==> config.mk <==
export PLATFORM = sky130hd
export DESIGN_NAME = nft_cell
export DESIGN_NICKNAME = d
export VERILOG_FILES = /design/src/rtl/nft_pkg.sv /design/src/rtl/nft_cell.sv
export SDC_FILE = /design/constraint.sdc
export NUM_CORES = 1
export LEC_CHECK = 0
export BUFFER_PORTS_ARGS = -buffer_cell sky130_fd_sc_hd__buf_4
export CORE_AREA = 2 2 124 96
export CTS_BUF_LIST = sky130_fd_sc_hd__clkbuf_4
export DETAILED_ROUTE_END_ITERATION = 10
export DIE_AREA = 0 0 126 98
export PLACE_DENSITY = 0.84
export SYNTH_ARGS = -nofsm -noshare
export SYNTH_HDL_FRONTEND = slang
export SYNTH_SLANG_ARGS = --single-unit
==> constraint.sdc <==
create_clock -name clock -period 4.85 [get_ports clock]
set_input_delay 0.485 -clock clock [delete_from_list [all_inputs] [get_ports clock]]
set_output_delay 0.485 -clock clock [all_outputs]
set_load 0.02 [all_outputs]
==> src/rtl/nft_pkg.sv <==
`default_nettype none

package nft_pkg;

   // Widths of the request and result fields.
   localparam int OP_W     = 2;
   localparam int ADDR_W   = 32;
   localparam int PORT_W   = 16;
   localparam int KEY_W    = ADDR_W + PORT_W;
   localparam int DEST_W   = 32;
   localparam int STATUS_W = 2;

   // Packed stream widths, padded to whole bytes.
   localparam int REQ_BITS = OP_W + ADDR_W + PORT_W + DEST_W;
   localparam int REQ_DATA_W = ((REQ_BITS + 7) / 8) * 8;
   localparam int RSP_BITS = 1 + DEST_W + STATUS_W;
   localparam int RSP_DATA_W = ((RSP_BITS + 7) / 8) * 8;

   // Operation codes.
   localparam logic [OP_W-1:0] OP_INSERT = 2'd0;
   localparam logic [OP_W-1:0] OP_LOOKUP = 2'd1;
   localparam logic [OP_W-1:0] OP_REMOVE = 2'd2;

   // Status codes.
   localparam logic [STATUS_W-1:0] ST_UPDATED  = 2'd0;
   localparam logic [STATUS_W-1:0] ST_INSERTED = 2'd1;
   localparam logic [STATUS_W-1:0] ST_FULL     = 2'd2;
   localparam logic [STATUS_W-1:0] ST_DONE     = 2'd3;

   // Request held at the top and broadcast to every cell during a scan.
   typedef struct packed {
      logic [OP_W-1:0]   op;
      logic [KEY_W-1:0]  key;
      logic [DEST_W-1:0] dest;
   } scan_req_type;

   // Token that walks down the chain, one cell per cycle.
   typedef struct packed {
      logic              active;
      logic              matched;
      logic              free_found;
      logic [DEST_W-1:0] found_dest;
   } token_type;

   // Write of a new entry once the scan has found a free slot.
   typedef struct packed {
      logic              en;
      logic [KEY_W-1:0]  key;
      logic [DEST_W-1:0] dest;
   } fill_type;

endpackage

`default_nettype wire

==> src/rtl/nft_cell.sv <==
`default_nettype none

module nft_cell
   import nft_pkg::*;
#(
   parameter int IDX_W    = 7,
   parameter int CELL_IDX = 0
) (
   input  wire logic             clock,
   input  wire logic             reset,
   input  wire scan_req_type     scan_req,
   input  wire fill_type         fill,
   input  wire logic [IDX_W-1:0] fill_idx,
   input  wire token_type        tok_in,
   input  wire logic [IDX_W-1:0] free_idx_in,
   output token_type             tok_out,
   output logic      [IDX_W-1:0] free_idx_out
);

   logic              valid_ff;
   logic [KEY_W-1:0]  key_ff;
   logic [DEST_W-1:0] dest_ff;
   token_type         tok_ff;
   logic [IDX_W-1:0]  free_idx_ff;

   logic              hit_here;
   logic              free_here;
   logic              fill_here;
   token_type         tok_in_next;
   logic [IDX_W-1:0]  free_idx_in_next;

   // Only the first valid matching entry acts; the first free slot is noted.
   always_comb begin
      hit_here  = tok_in.active && valid_ff && !tok_in.matched && (key_ff == scan_req.key);
      free_here = tok_in.active && !valid_ff && !tok_in.free_found;
      fill_here = fill.en && (fill_idx == IDX_W'(CELL_IDX));

      tok_in_next            = tok_in;
      tok_in_next.matched    = tok_in.matched || hit_here;
      tok_in_next.free_found = tok_in.free_found || free_here;
      if (hit_here && scan_req.op == OP_LOOKUP) begin
         tok_in_next.found_dest = dest_ff;
      end
      free_idx_in_next = free_here ? IDX_W'(CELL_IDX) : free_idx_in;
   end

   // Entry storage and the token register towards the next cell.
   always_ff @(posedge clock) begin
      if (reset) begin
         valid_ff      <= 1'b0;
         tok_ff.active <= 1'b0;
      end else begin
         tok_ff      <= tok_in_next;
         free_idx_ff <= free_idx_in_next;
         if (fill_here) begin
            valid_ff <= 1'b1;
            key_ff   <= fill.key;
            dest_ff  <= fill.dest;
         end else if (hit_here && scan_req.op == OP_INSERT) begin
            dest_ff <= scan_req.dest;
         end else if (hit_here && scan_req.op == OP_REMOVE) begin
            valid_ff <= 1'b0;
         end
      end
   end

   assign tok_out      = tok_ff;
   assign free_idx_out = free_idx_ff;

endmodule

`default_nettype wire

# Word level (Yosys, flattened, before mapping)
# Cells that the tools add are included.
[word_totals]
output_inout_bits = 42
wordCells = 40
in_bits = 214
ff_bits = 123
[classes]
reduce_logical = 21
n_bitwise = 1
n_mux = 6
eq_ne = 4
[ops]
columns = ["operator", "count"]
rows = [
  ["$mux W32", 3],
  ["$eq A48 B48 Y1", 1],
  ["$logic_and A1 B1 Y1", 9],
  ["$logic_not A7 Y1", 1],
  ["$reduce_and A2 Y1", 3],
  ["$reduce_bool A2 Y1", 2],
  ["$logic_not A1 Y1", 3],
  ["$mux W1", 3],
  ["$eq A2 B1 Y1 const B", 1],
  ["$eq A2 B2 Y1 const B", 1],
  ["$logic_not A2 Y1", 1],
  ["$logic_or A1 B1 Y1", 2],
  ["$ne A2 B2 Y1 const B", 1],
  ["$not A1 Y1", 1],
]

# Logic depth before layout (Yosys ltp)
[logic_depth]
depth_word = 7
ltp_mapped = 6
depth_no_buf = 5

# Worst setup path after synthesis
# OpenSTA, ideal clock, no wires.
[synth_timing]
path_kind = "input port to flip-flop"
start = "input fill_idx[5]"
end = "register key_ff[0] (enable)"
path_buffers = 1
setup_slack_ns = 1.017
path_stages = 4
setup_time_ns = 0.454
t_required_ns = 4.396
arrival_time_ns = 3.380
cell_sequence = "nor4b_1 -> nand2_1 -> clkbuf_1 -> nor2_1"
[synth_between]
elab_chain_cells = 3
[synth_lines]
columns = ["element", "line", "text"]
rows = [
  ["start: declaration", "nft_cell.sv:13", "input wire logic [IDX_W-1:0] fill_idx,"],
  ["$logic_not A7 Y1", "nft_cell.sv:36", "fill_here = fill.en && (fill_idx == IDX_W'(CELL_IDX));"],
  ["$logic_and A1 B1 Y1", "nft_cell.sv:36", ""],
  ["$reduce_and A2 Y1 (no line)", "-", ""],
  ["end signal: assignment", "nft_cell.sv:57", "key_ff <= fill.key;"],
  ["end: declaration", "nft_cell.sv:21", "logic [KEY_W-1:0] key_ff;"],
]
# Every way passes these cells.
# A chain may end at the register's enable or synchronous reset.

==> results.md <==
* EDFF count, synth at 121
* Post-synth ARST share at 0
* Total power at roughly 2.2 mW
* Row count at 34
* Final WS setup at 1.91 ns
* Area Growth Syn to Fin at 45.0%
* Gr ovfl total at 0
* Status: completed
* VDD IR max at roughly 0.25 mV
* Starting Density at 0.468
* CTS Buf Count at 17
* CP Launch Type: register
* Clock Path Buffers at 2
* Share of cells above drive strength 1 at 0.630
* Worst Path Required at 5.09 ns
* Yosys cell types at 22
* First-pass GRT wire length at about 20 mm
* Mean Syn Cell Area at 18.4 sq um
* FF/Latch Area at 3670 sq um
* Slew Limit Fails at 0
* Cell Pwr Density at between 200 and 300 nW/um^2
* CP arrival at 3.19 ns
* Crit-path max FO at 32
* Via-to-Cell Ratio at 4.91
* DRT antenna net count at 0
* CTS Sinks at 123
* DIE WIDTH at between 100 and 150 um
* Worst-skew pair later-pin latency at about 0.49 ns
* Crit-path cells: xnor2_1 -> nand4_1 -> nor3_1 -> nand4_4 -> mux2_4
* GRT Total Usage at 0.215
* CTS tree: yes
* Register bit total from synthesis at 123
* Post-Syn Area at 5260 sq um
* Crit path time final at 2.94 ns
* Antenna fix cells at 0
* Total Neg Setup Slack at 0 ns
* Worst clock skew at 0.0138 ns
* DR WL/cell at 18.3 um
* Post-layout util at 0.679
* Measured slew at the worst slew-check pin at 1.04 ns
* Port bufs at 255
* First-iteration detailed-routing DRC count at 157
* Syn Inst Count at 286
* Post-CTS Resized at 0
* Min-Delay Path Class: primary input to register
* Pin count of the biggest net entering global routing at 42
* Area occupied by multi-input gates at 1560 sq um
* CP Capture Type: register
* Post-Syn Nets at 500
* F_max at 340 MHz
* Routed WL at 13.1 mm
* CTS H-tree lvls at 4
* Total core area at between 10,000 and 15,000 sq um
* Max_slew headroom at 0.305
* Post-synthesis sequential area ratio at 0.699
* RSZ-0062 raised after global routing: no
* Synth warn at 0
* Final Hold Vio Count at 0
* Layout fillers at 817
* DP Worst Slack at approximately 1.5 ns
* DIE AREA at around 12,000 sq um
* Chip height at slightly below 100 um
* Clk root buf: clkbuf_4
* Initial DRT Pass Iterations at 4
* Slowest CP cell: nand4_4
* MaxCap Viol Count at 0
* Io pins at between 200 and 300
* Most used DFF post-synth: edfxtp_1
* Clock transition at path regs at 0.12 ns
* Final nets at 769
* Final setup vio count at 0
* Postcts setup bufs at 0
* Max incr delay on CP at 0.82 ns
* Vias at between 3,000 and 4,000
* Drc violations at 0
* Crit path kind: register to register
* Final period util at 0.607
* GP Congestion at 0.883
* Leakage at 3.12 nW
* Worst Hold Slack at 0.156 ns
* Antenna violations before repair at 0
* Vias in the first global route at 3,910
* Post-DP HPWL at 10.1 mm
* # hold bufs at CTS at 0
-- cell type report --
cell class / count / area share
Sequential cell: 123 / 0.482
Timing Repair Buffer: 256 / 0.252
Multi-Input combinational cell: 155 / 0.205
Tap cell: 144 / 0.0236
Clock inverter: 15 / 0.0199
Clock buffer: 17 / 0.0167
Inverter: 2 / 0.000985
-- logic make-up (layout without fill, tap and decap cells) --
family / count (synthesis) / count (layout) / share of synthesized area
xor gates and xnor gates: 48 / 48 / 0.0800
buffers and inverters: 8 / 290 / 0.0100
muxes: 64 / 64 / 0.159
DFF: 123 / 123 / 0.699
and+or+nand+nor: 40 / 40 / 0.0490
AOI/OAI and AO/OA: 3 / 3 / 0.00333
-- power by group --
group / switching [mW] / internal, mW / total [mW]
Combinational: 0.108 / 0.185 / 0.292
Clock: 0.391 / 0.304 / 0.695
Sequential: 0.00899 / 1.20 / 1.21
-- cell usage in the layout (no fill, tap or decap), types with 2 or more instances in the layout --
cell type and count:
nor2_1 3, bufinv_16 2, buf_4 256, clkinvlp_4 5
edfxtp_1 121, mux2_2 34, clkinv_4 3, nand2b_1 3
xnor2_1 48, nor4_2 2, nand4_1 13, nor2b_1 8
nor4_1 3, clkinv_2 3, dfxtp_1 2, mux2_4 30
nand3_1 2, clkbuf_4 17
-- stage by stage --
step                      area, sq um  std cells
final                            7620        712
after global placement           7340        680
after detailed placement         7340        680
after floorplan                  5260        286
after CTS                        7620        712
after global routing             7620        712
-- worst max-delay path, delay by kind of cell (launching register included) --
kind / cells / cell delay, ns
AND/OR/NAND/NOR: 3 / 1.53
XOR/XNOR: 1 / 0.17
multiplexers: 1 / 0.55
flip-flops: 1 / 0.42
-- registers in the layout (all words and copies together), names as in the netlist --
name / cells
tok_out: 35
free_idx_out: 7
key_ff: 48
dest_ff: 32
valid_ff: 1
-- layer usage --
layer	vias up	share of wire	track usage
li1	1644	-	-
met1	1695	0.38	0.237
met2	129	0.54	0.388
met3	26	0.059	0.0652
met4	0	0.027	0.0896
met5	-	0	0
-- synth_stat cells, types with 2 or more instances --
library cell	instances	area [sq um]
edfxtp_1	121	3630
xnor2_1	48	420
mux2_2	34	383
mux2_4	30	450
nand4_1	13	81.3
nor2b_1	8	50.1
nor2_1	4	15.0
buf_6	3	33.8
clkbuf_1	3	11.3
nand2b_1	3	18.8
nor4_1	3	18.8
a21oi_1	2	10.0
dfxtp_1	2	40.0
inv_1	2	7.51
nand3_1	2	10.0
nor4_2	2	25.0
-- path summary, 6_finish.rpt --
path                             startpoint          end  slack (ns)  cells after the start
worst max-delay path             key_ff[25]  tok_out[25]        1.91                      5
worst min register to register  dest_ff[20]  tok_out[20]        0.55                      1
worst max register to register   key_ff[25]  tok_out[25]        1.91                      5
worst min-delay path               fill[54]   key_ff[22]        0.16                      1
No activity file was read; power rests on OpenSTA's default activity.
